[src/rtl/hca_pkg.sv]
// hca_pkg: shared constants for the HSV color adjust block.
// Register map codes and fixed offset register widths; no dependencies.
package hca_pkg;

  localparam int HUE_OFS_W = 17;
  localparam int SV_OFS_W  = 9;
  localparam int ADDR_W    = 4;
  localparam int DATA_W    = 32;

  localparam logic [1:0] REG_HUE_OFS = 2'd0;
  localparam logic [1:0] REG_SAT_OFS = 2'd1;
  localparam logic [1:0] REG_VAL_OFS = 2'd2;

endpackage

[src/rtl/hca_if.sv]
// hca_if: pixel stream interfaces (valid/ready plus RGB payload).
// Used by the hsv_color_adjust top level; no package dependency.
interface hca_in_if #(parameter int W = 8);
  logic         valid;
  logic         ready;
  logic [W-1:0] red_in;
  logic [W-1:0] green_in;
  logic [W-1:0] blue_in;
  modport source (output valid, red_in, green_in, blue_in, input ready);
  modport sink   (input valid, red_in, green_in, blue_in, output ready);
endinterface

interface hca_out_if #(parameter int W = 8);
  logic         valid;
  logic         ready;
  logic [W-1:0] red_out;
  logic [W-1:0] green_out;
  logic [W-1:0] blue_out;
  modport source (output valid, red_out, green_out, blue_out, input ready);
  modport sink   (input valid, red_out, green_out, blue_out, output ready);
endinterface

[src/rtl/hca_div.sv]
// hca_div: pipelined restoring divider, one quotient bit per stage.
// Dividend high part must be below the divisor; carries a sideband word.
module hca_div #(
  parameter int BW = 8,
  parameter int QW = 8,
  parameter int SW = 1
) (
  input  logic               clk,
  input  logic               rst,
  input  logic               en,
  input  logic               in_valid,
  input  logic [BW+QW-1:0]   dividend,
  input  logic [BW-1:0]      divisor,
  input  logic [SW-1:0]      side_in,
  output logic               out_valid,
  output logic [QW-1:0]      quotient,
  output logic [SW-1:0]      side_out
);

  logic [QW-1:0] vld;
  logic [BW-1:0] rem  [QW];
  logic [QW-1:0] lo   [QW];
  logic [BW-1:0] dvs  [QW];
  logic [SW-1:0] side [QW];

  for (genvar k = 0; k < QW; k++) begin : g_step
    logic          p_v;
    logic [BW-1:0] p_rem;
    logic [QW-1:0] p_lo;
    logic [BW-1:0] p_dvs;
    logic [SW-1:0] p_side;
    logic [BW:0]   shifted;
    logic [BW:0]   diff;
    logic          ge;

    if (k == 0) begin : g_first
      assign p_v    = in_valid;
      assign p_rem  = dividend[BW+QW-1:QW];
      assign p_lo   = dividend[QW-1:0];
      assign p_dvs  = divisor;
      assign p_side = side_in;
    end else begin : g_next
      assign p_v    = vld[k-1];
      assign p_rem  = rem[k-1];
      assign p_lo   = lo[k-1];
      assign p_dvs  = dvs[k-1];
      assign p_side = side[k-1];
    end

    // low word shifts out dividend bits and fills with quotient bits
    assign shifted = {p_rem, p_lo[QW-1]};
    assign diff    = shifted - {1'b0, p_dvs};
    assign ge      = shifted >= {1'b0, p_dvs};

    always_ff @(posedge clk) begin
      if (rst) begin
        vld[k] <= 1'b0;
      end else if (en) begin
        vld[k] <= p_v;
      end
    end

    always_ff @(posedge clk) begin
      if (en) begin
        rem[k]  <= ge ? diff[BW-1:0] : shifted[BW-1:0];
        lo[k]   <= (p_lo << 1) | QW'(ge);
        dvs[k]  <= p_dvs;
        side[k] <= p_side;
      end
    end
  end

  assign out_valid = vld[QW-1];
  assign quotient  = lo[QW-1];
  assign side_out  = side[QW-1];

endmodule

[src/rtl/hca_rgb2hsv.sv]
// hca_rgb2hsv: RGB to HSV front end (max/min stage, saturation and hue dividers).
// Depends on hca_div.
module hca_rgb2hsv #(
  parameter int C = 8,
  parameter int H = 16
) (
  input  logic         clk,
  input  logic         rst,
  input  logic         en,
  input  logic         in_valid,
  input  logic [C-1:0] red,
  input  logic [C-1:0] green,
  input  logic [C-1:0] blue,
  output logic         out_valid,
  output logic [H-1:0] hue,
  output logic [C-1:0] sat,
  output logic [C-1:0] val
);

  localparam int NW  = C + 3;
  localparam int SW1 = C + 2 * NW;
  localparam int SW2 = 2 * C + 1;

  logic [C-1:0]   mx, mn, d;
  logic [NW-1:0]  d6;
  logic signed [NW+1:0] num;

  logic           f_v;
  logic [C-1:0]   f_mx;
  logic [NW-1:0]  f_d6;
  logic [NW-1:0]  f_num;
  logic [2*C-1:0] f_dcm;

  logic           s_v;
  logic [C-1:0]   s_q;
  logic [SW1-1:0] s_side;
  logic [C-1:0]   s_mx;
  logic [NW-1:0]  s_num;
  logic [NW-1:0]  s_d6;
  logic [C-1:0]   s_sat;

  logic [H-1:0]   h_q;
  logic [SW2-1:0] h_side;

  always_comb begin
    mx = red;
    mn = red;
    if (green > mx) mx = green;
    if (blue > mx)  mx = blue;
    if (green < mn) mn = green;
    if (blue < mn)  mn = blue;
    d  = mx - mn;
    d6 = (NW'(d) << 2) + (NW'(d) << 1);
    // ties go to red, then green
    if (red == mx) begin
      num = $signed({2'b0, NW'(green)}) - $signed({2'b0, NW'(blue)});
    end else if (green == mx) begin
      num = $signed({2'b0, NW'(d) << 1}) + $signed({2'b0, NW'(blue)})
          - $signed({2'b0, NW'(red)});
    end else begin
      num = $signed({2'b0, NW'(d) << 2}) + $signed({2'b0, NW'(red)})
          - $signed({2'b0, NW'(green)});
    end
    if (num < 0) num = num + $signed({2'b0, d6});
  end

  always_ff @(posedge clk) begin
    if (rst) begin
      f_v <= 1'b0;
    end else if (en) begin
      f_v <= in_valid;
    end
  end

  always_ff @(posedge clk) begin
    if (en) begin
      f_mx  <= mx;
      f_d6  <= d6;
      f_num <= num[NW-1:0];
      f_dcm <= ({C'(0), d} << C) - {C'(0), d};
    end
  end

  hca_div #(.BW(C), .QW(C), .SW(SW1)) u_sat_div (
    .clk       (clk),
    .rst       (rst),
    .en        (en),
    .in_valid  (f_v),
    .dividend  (f_dcm),
    .divisor   (f_mx),
    .side_in   ({f_mx, f_num, f_d6}),
    .out_valid (s_v),
    .quotient  (s_q),
    .side_out  (s_side)
  );

  assign {s_mx, s_num, s_d6} = s_side;
  assign s_sat = (s_mx == '0) ? '0 : s_q;

  hca_div #(.BW(NW), .QW(H), .SW(SW2)) u_hue_div (
    .clk       (clk),
    .rst       (rst),
    .en        (en),
    .in_valid  (s_v),
    .dividend  ({s_num, H'(0)}),
    .divisor   (s_d6),
    .side_in   ({s_sat, s_mx, (s_d6 == '0)}),
    .out_valid (out_valid),
    .quotient  (h_q),
    .side_out  (h_side)
  );

  // grey pixel: hue forced to zero
  assign sat = h_side[SW2-1:C+1];
  assign val = h_side[C:1];
  assign hue = h_side[0] ? '0 : h_q;

endmodule

[src/rtl/hca_hsv2rgb.sv]
// hca_hsv2rgb: offset/clamp stage and HSV to RGB six-sector back end.
// Depends on hca_pkg for offset register widths.
module hca_hsv2rgb import hca_pkg::*; #(
  parameter int C = 8,
  parameter int H = 16
) (
  input  logic                 clk,
  input  logic                 rst,
  input  logic                 en,
  input  logic                 in_valid,
  input  logic [H-1:0]         hue,
  input  logic [C-1:0]         sat,
  input  logic [C-1:0]         val,
  input  logic [HUE_OFS_W-1:0] hue_offset,
  input  logic [SV_OFS_W-1:0]  saturation_offset,
  input  logic [SV_OFS_W-1:0]  value_offset,
  output logic                 out_valid,
  output logic [C-1:0]         red,
  output logic [C-1:0]         green,
  output logic [C-1:0]         blue
);

  localparam int HW = ((H > HUE_OFS_W) ? H : HUE_OFS_W) + 1;
  localparam int CW = ((C > SV_OFS_W) ? C : SV_OFS_W) + 2;
  localparam logic [C-1:0]   CMAX = {C{1'b1}};
  localparam logic [C+H-1:0] ONE  = {CMAX, H'(0)};

  // floor(v / CMAX), exact for v up to CMAX * CMAX
  function automatic logic [C-1:0] div_cmax(input logic [2*C-1:0] v);
    logic [2*C:0] w;
    w = {1'b0, v} + (2*C+1)'(v >> C) + (2*C+1)'(1);
    return w[2*C-1:C];
  endfunction

  function automatic logic [C-1:0] clamp_add(input logic [C-1:0] a,
                                              input logic [SV_OFS_W-1:0] o);
    logic signed [CW-1:0] s;
    s = $signed(CW'(a)) + CW'($signed(o));
    if (s < 0) return '0;
    if (s > $signed(CW'(CMAX))) return CMAX;
    return s[C-1:0];
  endfunction

  // stage 1: offsets
  logic           v1;
  logic [H-1:0]   h1;
  logic [C-1:0]   s1, l1;
  logic [HW-1:0]  hsum;

  assign hsum = HW'(hue) + HW'($signed(hue_offset));

  // stage 2: sector split, x numerator
  logic           v2;
  logic [2:0]     sec2;
  logic [H-1:0]   f2;
  logic [C-1:0]   s2, l2;
  logic [2*C-1:0] xn2;
  logic [H+2:0]   t1;
  logic [C+H-1:0] sf2;

  assign t1  = ({3'b0, h1} << 2) + ({3'b0, h1} << 1);
  assign sf2 = s2 * f2;

  // stage 3: sat * fraction products
  logic           v3;
  logic [2:0]     sec3;
  logic [C-1:0]   l3, x3;
  logic [C+H-1:0] sf3;
  logic [C+H:0]   sg3;

  // stage 4: value products
  logic           v4;
  logic [2:0]     sec4;
  logic [C-1:0]   l4, x4;
  logic [2*C+H-1:0] yp4, zp4;
  logic [C+H:0]   zw;

  assign zw = {1'b0, ONE} - sg3;

  // stage 5: output register
  logic [C-1:0]   y5, z5;

  assign y5 = div_cmax(yp4[2*C+H-1:H]);
  assign z5 = div_cmax(zp4[2*C+H-1:H]);

  always_ff @(posedge clk) begin
    if (rst) begin
      v1 <= 1'b0;
      v2 <= 1'b0;
      v3 <= 1'b0;
      v4 <= 1'b0;
      out_valid <= 1'b0;
    end else if (en) begin
      v1 <= in_valid;
      v2 <= v1;
      v3 <= v2;
      v4 <= v3;
      out_valid <= v4;
    end
  end

  always_ff @(posedge clk) begin
    if (en) begin
      h1   <= hsum[H-1:0];
      s1   <= clamp_add(sat, saturation_offset);
      l1   <= clamp_add(val, value_offset);

      sec2 <= t1[H+2:H];
      f2   <= t1[H-1:0];
      s2   <= s1;
      l2   <= l1;
      xn2  <= l1 * (CMAX - s1);

      sec3 <= sec2;
      l3   <= l2;
      x3   <= div_cmax(xn2);
      sf3  <= sf2;
      // sat * (turn - f)
      sg3  <= {1'b0, s2, H'(0)} - {1'b0, sf2};

      sec4 <= sec3;
      l4   <= l3;
      x4   <= x3;
      yp4  <= l3 * (ONE - sf3);
      zp4  <= l3 * zw[C+H-1:0];

      case (sec4)
        3'd1: begin red <= y5; green <= l4; blue <= x4; end
        3'd2: begin red <= x4; green <= l4; blue <= z5; end
        3'd3: begin red <= x4; green <= y5; blue <= l4; end
        3'd4: begin red <= z5; green <= x4; blue <= l4; end
        3'd5: begin red <= l4; green <= x4; blue <= y5; end
        default: begin red <= l4; green <= z5; blue <= x4; end
      endcase
    end
  end

endmodule

[src/rtl/hsv_color_adjust.sv]
// hsv_color_adjust: RGB pixel in, hue/saturation/value adjusted RGB pixel out.
// One pixel is taken every clock while the output side keeps up; a pixel passes
// through the max/min register, then the two bit-per-stage dividers for saturation
// and hue, then the offset/clamp and six-sector back end stages.
// A stall at the output freezes the whole pipeline. Offsets sit in an APB
// register file at 0x0 (hue), 0x4 (saturation), 0x8 (value); write them
// only while no pixels are in flight. Depends on hca_pkg, hca_if and submodules.
module hsv_color_adjust import hca_pkg::*; #(
  parameter int CHANNEL_BITS = 8,
  parameter int HUE_BITS     = 16
) (
  input  logic              clk,
  input  logic              rst,
  input  logic              psel,
  input  logic              penable,
  input  logic              pwrite,
  input  logic [ADDR_W-1:0] paddr,
  input  logic [DATA_W-1:0] pwdata,
  output logic [DATA_W-1:0] prdata,
  output logic              pready,
  hca_in_if.sink            pix_in,
  hca_out_if.source         pix_out
);

  logic [HUE_OFS_W-1:0] hue_offset;
  logic [SV_OFS_W-1:0]  saturation_offset;
  logic [SV_OFS_W-1:0]  value_offset;
  logic                 en;
  logic                 fe_valid;
  logic [HUE_BITS-1:0]  fe_hue;
  logic [CHANNEL_BITS-1:0] fe_sat, fe_val;

  assign pready = 1'b1;

  always_ff @(posedge clk) begin
    if (rst) begin
      hue_offset        <= '0;
      saturation_offset <= '0;
      value_offset      <= '0;
    end else if (psel && penable && pwrite) begin
      case (paddr[3:2])
        REG_HUE_OFS: hue_offset        <= pwdata[HUE_OFS_W-1:0];
        REG_SAT_OFS: saturation_offset <= pwdata[SV_OFS_W-1:0];
        REG_VAL_OFS: value_offset      <= pwdata[SV_OFS_W-1:0];
        default: ;
      endcase
    end
  end

  always_comb begin
    case (paddr[3:2])
      REG_HUE_OFS: prdata = DATA_W'(hue_offset);
      REG_SAT_OFS: prdata = DATA_W'(saturation_offset);
      REG_VAL_OFS: prdata = DATA_W'(value_offset);
      default:     prdata = '0;
    endcase
  end

  // global advance: output register empty or being drained
  assign en           = !pix_out.valid || pix_out.ready;
  assign pix_in.ready = en;

  hca_rgb2hsv #(.C(CHANNEL_BITS), .H(HUE_BITS)) u_fwd (
    .clk       (clk),
    .rst       (rst),
    .en        (en),
    .in_valid  (pix_in.valid),
    .red       (pix_in.red_in),
    .green     (pix_in.green_in),
    .blue      (pix_in.blue_in),
    .out_valid (fe_valid),
    .hue       (fe_hue),
    .sat       (fe_sat),
    .val       (fe_val)
  );

  hca_hsv2rgb #(.C(CHANNEL_BITS), .H(HUE_BITS)) u_back (
    .clk               (clk),
    .rst               (rst),
    .en                (en),
    .in_valid          (fe_valid),
    .hue               (fe_hue),
    .sat               (fe_sat),
    .val               (fe_val),
    .hue_offset        (hue_offset),
    .saturation_offset (saturation_offset),
    .value_offset      (value_offset),
    .out_valid         (pix_out.valid),
    .red               (pix_out.red_out),
    .green             (pix_out.green_out),
    .blue              (pix_out.blue_out)
  );

endmodule

[src/flat_wrapper.sv]
// flat-port wrapper written by rule: the top's interface ports become plain ports
module hsv_color_adjust_flat import hca_pkg::*;
#(
  parameter int CHANNEL_BITS = 8,
  parameter int HUE_BITS     = 16
)
  (clk, rst, psel, penable, pwrite, paddr, pwdata, prdata, pready, pix_in_valid, pix_in_red_in, pix_in_green_in, pix_in_blue_in, pix_in_ready, pix_out_valid, pix_out_red_out, pix_out_green_out, pix_out_blue_out, pix_out_ready);
  hca_in_if #(.W((8))) pix_in_i ();
  hca_out_if #(.W((8))) pix_out_i ();
  input  logic clk;
  input  logic rst;
  input  logic psel;
  input  logic penable;
  input  logic pwrite;
  input  logic [ADDR_W-1:0] paddr;
  input  logic [DATA_W-1:0] pwdata;
  output logic [DATA_W-1:0] prdata;
  output logic pready;
  input wire logic [$bits(pix_in_i.valid)-1:0] pix_in_valid;
  input wire logic [$bits(pix_in_i.red_in)-1:0] pix_in_red_in;
  input wire logic [$bits(pix_in_i.green_in)-1:0] pix_in_green_in;
  input wire logic [$bits(pix_in_i.blue_in)-1:0] pix_in_blue_in;
  output wire logic [$bits(pix_in_i.ready)-1:0] pix_in_ready;
  output wire logic [$bits(pix_out_i.valid)-1:0] pix_out_valid;
  output wire logic [$bits(pix_out_i.red_out)-1:0] pix_out_red_out;
  output wire logic [$bits(pix_out_i.green_out)-1:0] pix_out_green_out;
  output wire logic [$bits(pix_out_i.blue_out)-1:0] pix_out_blue_out;
  input wire logic [$bits(pix_out_i.ready)-1:0] pix_out_ready;
  assign pix_in_i.valid = pix_in_valid;
  assign pix_in_i.red_in = pix_in_red_in;
  assign pix_in_i.green_in = pix_in_green_in;
  assign pix_in_i.blue_in = pix_in_blue_in;
  assign pix_in_ready = pix_in_i.ready;
  assign pix_out_valid = pix_out_i.valid;
  assign pix_out_red_out = pix_out_i.red_out;
  assign pix_out_green_out = pix_out_i.green_out;
  assign pix_out_blue_out = pix_out_i.blue_out;
  assign pix_out_i.ready = pix_out_ready;
  hsv_color_adjust #(.CHANNEL_BITS(CHANNEL_BITS), .HUE_BITS(HUE_BITS)) u_core (.clk(clk), .rst(rst), .psel(psel), .penable(penable), .pwrite(pwrite), .paddr(paddr), .pwdata(pwdata), .prdata(prdata), .pready(pready), .pix_in(pix_in_i), .pix_out(pix_out_i));
endmodule
[config.mk]
export PLATFORM = sky130hd
export DESIGN_NAME = hsv_color_adjust_flat
export DESIGN_NICKNAME = d
export VERILOG_FILES = /design/src/rtl/hca_pkg.sv /design/src/rtl/hca_if.sv /design/src/rtl/hca_div.sv /design/src/rtl/hca_rgb2hsv.sv /design/src/rtl/hca_hsv2rgb.sv /design/src/rtl/hsv_color_adjust.sv /design/src/flat_wrapper.sv
export SDC_FILE = /design/constraint.sdc
export NUM_CORES = 2
export LEC_CHECK = 0
export BUFFER_PORTS_ARGS = -buffer_cell sky130_fd_sc_hd__buf_2
export CAP_MARGIN = 20
export CORE_MARGIN = 4
export CORE_UTILIZATION = 35
export CTS_CLUSTER_DIAMETER = 30
export DETAILED_ROUTE_END_ITERATION = 8
export PLACE_DENSITY_LB_ADDON = 0.1
export SYNTH_ARGS = -nofsm -noshare
export SYNTH_HDL_FRONTEND = slang
export SYNTH_SLANG_ARGS = --single-unit
export TNS_END_PERCENT = 20
[constraint.sdc]
create_clock -name clk -period 271.1 [get_ports clk]
set_input_delay 81.33 -clock clk [delete_from_list [all_inputs] [get_ports clk]]
set_output_delay 81.33 -clock clk [all_outputs]
set_load 0.05 [all_outputs]
---- After elaboration in Yosys (flattened, before gate mapping) ----
Memory sizes are Yosys's and may differ from the RTL's.
Cells that the tools add are included.
operators by class
  add/subtract/negate cells ............... 47
  multipliers ............................. 4
  divide/modulo/power cells ............... 0
  $lt $le $gt $ge ......................... 33
  eq/ne operators ......................... 9
  shift operators ......................... 0
  multiplexer cells ....................... 57
  bitwise gates (word level) .............. 23
  reductions and logical operators ........ 14
operators with widths
  cell                      number
  $or A16 B1 Y16            15
  $ge A12 B11 Y1            16
  $mux W11                  17
  $sub A11 B11 Y11          16
  $mux W8                   21
  $ge A9 B8 Y1              8
  $pmux W8 S3               3
  $sub A8 B8 Y8             9
  $or A8 B1 Y8              8
  $pmux W17 S3              1
  $add A16 B1 Y16 const B   3
  $add A16 B8 Y16           3
  $mul A8 B24 Y32           1
  $mul A9 B25 Y32           1
  $mux W13                  2
  $sub A24 B24 Y25 const A  1
  $mul A8 B16 Y24           1
  $sub A24 B24 Y24          1
  $sub A24 B24 Y24 const A  1
  $add A9 B9 Y10            2
  $gt A10 B9 Y1 const B     2
  $lt A10 B1 Y1 const B     2
  $add A18 B17 Y19          1
  $add A16 B16 Y16          1
  29 further kinds          51
storage, ports and cells
  register bits after elaboration ......... 368
  latch bits .............................. 0
  bits in writable memories ............... 1,312
  ROM bits ................................ 0
  bits of input ports ..................... 67
  output and inout bits ................... 59
  word-level logic and storage cells ...... 253
  memories ................................ 8
memory list
  memory                       words  width  rd ports  clocked after Yosys merged registers in  wr ports  RTL line       text
  u_core.u_fwd.u_hue_div.side  16     17     16        0                                        16        hca_div.sv:24  logic [SW-1:0] side [QW];
  u_core.u_fwd.u_hue_div.lo    16     16     16        0                                        16        hca_div.sv:22  logic [QW-1:0] lo [QW];
  u_core.u_fwd.u_sat_div.side  8      30     8         0                                        8         hca_div.sv:24
  u_core.u_fwd.u_hue_div.dvs   16     11     15        0                                        16        hca_div.sv:23  logic [BW-1:0] dvs [QW];
  u_core.u_fwd.u_hue_div.rem   16     11     15        0                                        16        hca_div.sv:21  logic [BW-1:0] rem [QW];
  u_core.u_fwd.u_sat_div.dvs   8      8      7         0                                        8         hca_div.sv:23
  +2 memories                  n/a    n/a    n/a       n/a                                      n/a       n/a

---- Longest topological paths before layout ----
  word-level depth ........................ 11
  depth in mapped cells ................... 47
  gate-level depth less buffers ........... 43

---- Cells and area by module ----
From an unflattened synthesis, not the netlist that was laid out.
unflattened totals
  cell total of the unflattened synthesis .. 7,199
  area total of the unflattened synthesis .. 90,594.4 sq um
modules (own cells, without submodules)
  module                             times used  cells an instance  area each (sq um)  sequential area each (sq um)
  hca_div at u_core.u_fwd.u_hue_div  1           2,409              36,995.5           26,085.0
  hca_hsv2rgb                        1           2,918              28,863.9           6,736.5
  hca_div at u_core.u_fwd.u_sat_div  1           933                16,434.5           12,652.1
  hca_rgb2hsv                        1           743                6,402.4            1,311.3
  hsv_color_adjust                   1           196                1,898.1            700.7

---- Worst setup path before layout ----
Ideal clock, no wire load.
  path kind ............................... in2out
  start ................................... input pix_out_ready
  end ..................................... output pix_in_ready
  data arrival time ....................... 117,378 ps
  data required time ...................... 189,770 ps
  slack ................................... 72,392 ps
  stages on the path ...................... 3
  path buffers ............................ 1
  cell sequence ........................... nor2b_1 -> inv_1 -> clkbuf_1
on the way
  cells in the longest elaborated chain, start to end .. 1
ends and longest elaborated chain
  what                RTL line                text
  start: declaration  flat_wrapper.sv:28      input wire logic [$bits(pix_out_i.ready)-1:0] pix_out_ready;
  $logic_or A1 B1 Y1  hsv_color_adjust.sv:60  assign en = !pix_out.valid || pix_out.ready;
  end: declaration    flat_wrapper.sv:23      output wire logic [$bits(pix_in_i.ready)-1:0] pix_in_ready;
No other way between the ends.

---- Worst setup path after layout ----
  start ................................... input paddr[3]
  end ..................................... output prdata[4]
on the way
  cells in the longest elaborated chain, start to end .. 2
  elaborated cells on any way between the ends .. 4
  classes of those cells .................. eq/ne: 2; mux: 1; reduce/logical: 1
ends and longest elaborated chain
  what                                        RTL line                text
  start: declaration                          flat_wrapper.sv:15      input logic [ADDR_W-1:0] paddr;
  $eq A2 B2 Y1, or another cell as far along  hsv_color_adjust.sv:51  case (paddr[3:2])
  $pmux W17 S3 *                              hsv_color_adjust.sv:51
  end: declaration                            flat_wrapper.sv:17      output logic [DATA_W-1:0] prdata;
Mark *: on every way between the ends. The rest lies on a longest branch, timed or not.

==> impl_metrics.json <==
{
  "run_status": "complete, no violations",
  "final_max_slew_viol_count": 0,
  "clk-insertion-delay-late_ns": 0.88,
  "ys_seq_elements": 1376,
  "drt_pass1_iterations": 6,
  "finalHoldViolCount": 0,
  "criticalPathCategory": "in2out",
  "cts.sink_count": 1376,
  "synth_xor_xnor_area_share_pct": 4.06,
  "drv.max_cap_violation_count": 0,
  "crit_path_start": "paddr[3]",
  "ys_seq_area_share_pct": 51.6,
  "final_nets": 7913,
  "port_buffers": 92,
  "timing.slew.headroom_pct": 29.4,
  "wirelength_um": 165000,
  "critical_path.reg2reg.startpoint": "u_core.u_back.sf3[3]$_DFFE_PP_",
  "number_of_enable_flip_flop_cells_after_synthesis": 1311,
  "cell_repeated_most_along_the_worst_path": "sky130_fd_sc_hd__buf_2",
  "worst_ep_required_time_ns": 189.77,
  "worstRegToRegCells": 27,
  "groute.usage.overall_pct": 14.3,
  "synthArstFlopShare_pct": 0,
  "drt-wirelength-per-cell_um": 16.4,
  "synth_top_area_cell": "sky130_fd_sc_hd__edfxtp_1",
  "cp-end-kind": "primary output",
  "floorplan.io_pins": 126,
  "tritoncts": "built",
  "cp_max_fo": 15,
  "gr-total-overflow": 0,
  "synthDistinctLibCells": 86,
  "synth.most_common_cell": "sky130_fd_sc_hd__edfxtp_1",
  "tightestPinTransition_ns": 1.05,
  "grt_max_degree": 177,
  "synth_compound_gate_area_share_pct": 8.04,
  "path_clk_slew_ns": 0.04,
  "grt_pass1_vias": 49688,
  "area_growth_from_synthesis_to_layout_pct": 19.8,
  "ant_nets": 0,
  "routability_cong": 0.828,
  "synth_top_area_share_pct": 49.9,
  "drc_errors_left": 0,
  "clock_tree.buffer_depth": 4,
  "yosys-mux-area-fraction_pct": 1.20,
  "synthesized_instance_count": 6490,
  "worstHoldPathType": "reg2reg",
  "yosys-top-cells-count": "sky130_fd_sc_hd__edfxtp_1, sky130_fd_sc_hd__inv_1, sky130_fd_sc_hd__ha_1, sky130_fd_sc_hd__nand2_1, sky130_fd_sc_hd__fa_1",
  "cp.arrival_ns": 82.83,
  "synth_top_family_by_area": "adder cells",
  "cts_buffers": 346,
  "max_stage_delay_ns": 0.58,
  "synthesis.area_per_instance_um2": 12.1,
  "setup_violations": 0,
  "row_count": 173,
  "timing.setup.tns_ns": 0,
  "grt_pass1_wl_um": 267000,
  "cts_hold_buffers": 0,
  "num_vias": 47232,
  "cts_post_setup_buffers_inserted": 0,
  "synth_flop_cell": "sky130_fd_sc_hd__edfxtp_1",
  "synth-simple-area-share_pct": 9.91,
  "synth_top_cells_by_area": "sky130_fd_sc_hd__edfxtp_1, sky130_fd_sc_hd__fa_1, sky130_fd_sc_hd__ha_1",
  "timing.final.crit_share_pct": 60.6,
  "finClkSkew_ns": 0.0736,
  "worstReg2RegEnd": "u_core.u_back.yp4[31]$_DFFE_PP_",
  "ctsRootBufferMaster": "sky130_fd_sc_hd__clkbuf_16",
  "core_area_um2": 223000,
  "grt_setup_unrepaired": "false",
  "max_clock_freq_mhz": 6.09,
  "num-fill-cells": 20828,
  "reg2reg_setup_slack_ns": 263.17,
  "post_cts_resize_count": 0,
  "dieWidth_um": 483,
  "min_period_ns": 164.16,
  "synthAdderAreaFrac_pct": 20.0,
  "grt_antenna_before_repair": 5,
  "synth_area_um2": 78800,
  "initial_cell_density_of_the_core_pct": 35.3,
  "vertical_die_dimension_um": 483,
  "post-dp-hpwl_um": 118000,
  "drt_iter0_markers": 2268,
  "worst_setup_path_endpoint": "prdata[4]",
  "cts_max_level": 5,
  "cp_cell_sequence": "buf_2 -> nor2b_1 -> nand2_1 -> o21ai_0 -> buf_2",
  "drive_above_1_share_pct": 10.3,
  "launching_element_type_of_the_critical_path": "input port",
  "critical_path.slowest_cell": "sky130_fd_sc_hd__nor2b_1",
  "floorplan.die_area_um2": 233000,
  "viasPerCell": 4.68,
  "yosys_warnings": 0
}
-- how the worst min path moves through the flow --
stage	from	endpoint	slack (ns)	cells after the start
2_1_floorplan	u_core.u_back.l2[0]$_DFFE_PP_	u_core.u_back.l3[0]$_DFFE_PP_	0.40	0
3_3_place_gp	u_core.u_fwd.u_sat_div.side[0][67]$_DFFE_PP_	u_core.u_fwd.u_sat_div.side[0][97]$_DFFE_PP_	0.40	0
3_5_place_dp	u_core.u_fwd.u_hue_div.lo[1][0]$_DFFE_PP_	u_core.u_fwd.u_hue_div.lo[1][17]$_DFFE_PP_	0.40	0
4_1_cts	u_core.u_fwd.u_hue_div.side[11][7]$_DFFE_PP_	u_core.u_fwd.u_hue_div.side[12][7]$_DFFE_PP_	0.37	0
5_1_grt	u_core.u_fwd.u_hue_div.side[14][6]$_DFFE_PP_	u_core.u_fwd.u_hue_div.side[15][6]$_DFFE_PP_	0.37	0
6_report	u_core.u_fwd.u_hue_div.side[14][6]$_DFFE_PP_	u_core.u_fwd.u_hue_div.side[15][6]$_DFFE_PP_	0.37	0
-- layer usage --
metal	share of wire (%)	up-vias	routed length (µm)	track usage, %
met2	51	807	84400	25.5
met4	2.8	0	4580	5.01
li1	-	23105	-	-
met1	42	23016	70200	17.3
met5	0	-	0	0
met3	3.8	304	6290	2.63
-- layout by cell type, fill, tap and decap left out, drive strengths merged, types with 106 or more instances in the layout --
cell type / Yosys / final
a21o: 148 / 148
a21oi: 360 / 360
and2: 284 / 284
buf: 24 / 130
clkbuf: 117 / 389
clkinv: 2 / 127
edfxtp: 1311 / 1311
fa: 429 / 429
ha: 576 / 576
inv: 918 / 938
nand2: 532 / 532
nor2: 277 / 277
nor2b: 124 / 124
o21ai: 238 / 238
xnor2: 257 / 257
xor2: 106 / 106
-- critical path: cells and delay by family --
kind | cells | cell delay [ns]
compound gates | 1 | 0.14
buf+inv | 2 | 0.63
simple gates | 2 | 0.71
-- state kept, by name, indices dropped and copies added, names as in the netlist, 16 cells and up --
| register | count |
|---|---|
| u_core.hue_offset | 17 |
| u_core.u_back.h1 | 16 |
| u_core.u_back.sf3 | 23 |
| u_core.u_back.sg3 | 22 |
| u_core.u_back.xn2 | 16 |
| u_core.u_back.yp4 | 16 |
| u_core.u_back.zp4 | 16 |
| u_core.u_fwd.f_dcm | 16 |
| u_core.u_fwd.u_hue_div.dvs | 150 |
| u_core.u_fwd.u_hue_div.lo | 136 |
| u_core.u_fwd.u_hue_div.rem | 150 |
| u_core.u_fwd.u_hue_div.side | 272 |
| u_core.u_fwd.u_sat_div.dvs | 63 |
| u_core.u_fwd.u_sat_div.lo | 62 |
| u_core.u_fwd.u_sat_div.rem | 56 |
| u_core.u_fwd.u_sat_div.side | 158 |
-- logic make-up after synthesis --
logic type	count (synthesis)
buffers and inverters	1061
AOI/OAI and AO/OA	1016
other	2
xor gates and xnor gates	363
and+or+nand+nor	1577
adders and majority gates	1005
DFF	1376
muxes	90
-- area by class of cell --
cell class                 count  area [µm²]  area share [%]
sequential                  1376       40700            43.1
multi-input combinational   4067       34200            36.2
clock buffer                 389        8880            9.41
tap                         2975        3720            3.94
inverter                     920        3460            3.67
clock inverter               224        2660            2.82
timing repair buffer         130         807           0.855
antenna                        5        12.5          0.0133
-- through the flow --
step / util (%) / cell area [µm²] / cells / hold slack, ns / setup slack (ns)
2_1_floorplan: - / 78900 / 6504 / 0.400 / 72.39
3_3_place_gp: 37.1 / 82800 / 9466 / 0.400 / 106.90
3_5_place_dp: 37.1 / 82800 / 9467 / 0.405 / 106.86
4_1_cts: 42.3 / 94300 / 10080 / 0.375 / 106.85
5_1_grt: 42.3 / 94400 / 10085 / 0.367 / 106.81
6_report: 42.3 / 94400 / 10086 / 0.374 / 106.95
Power is left out: the tool's default activity adds up to more than one toggle a clock period on the data nets, which glitch-free logic cannot reach.
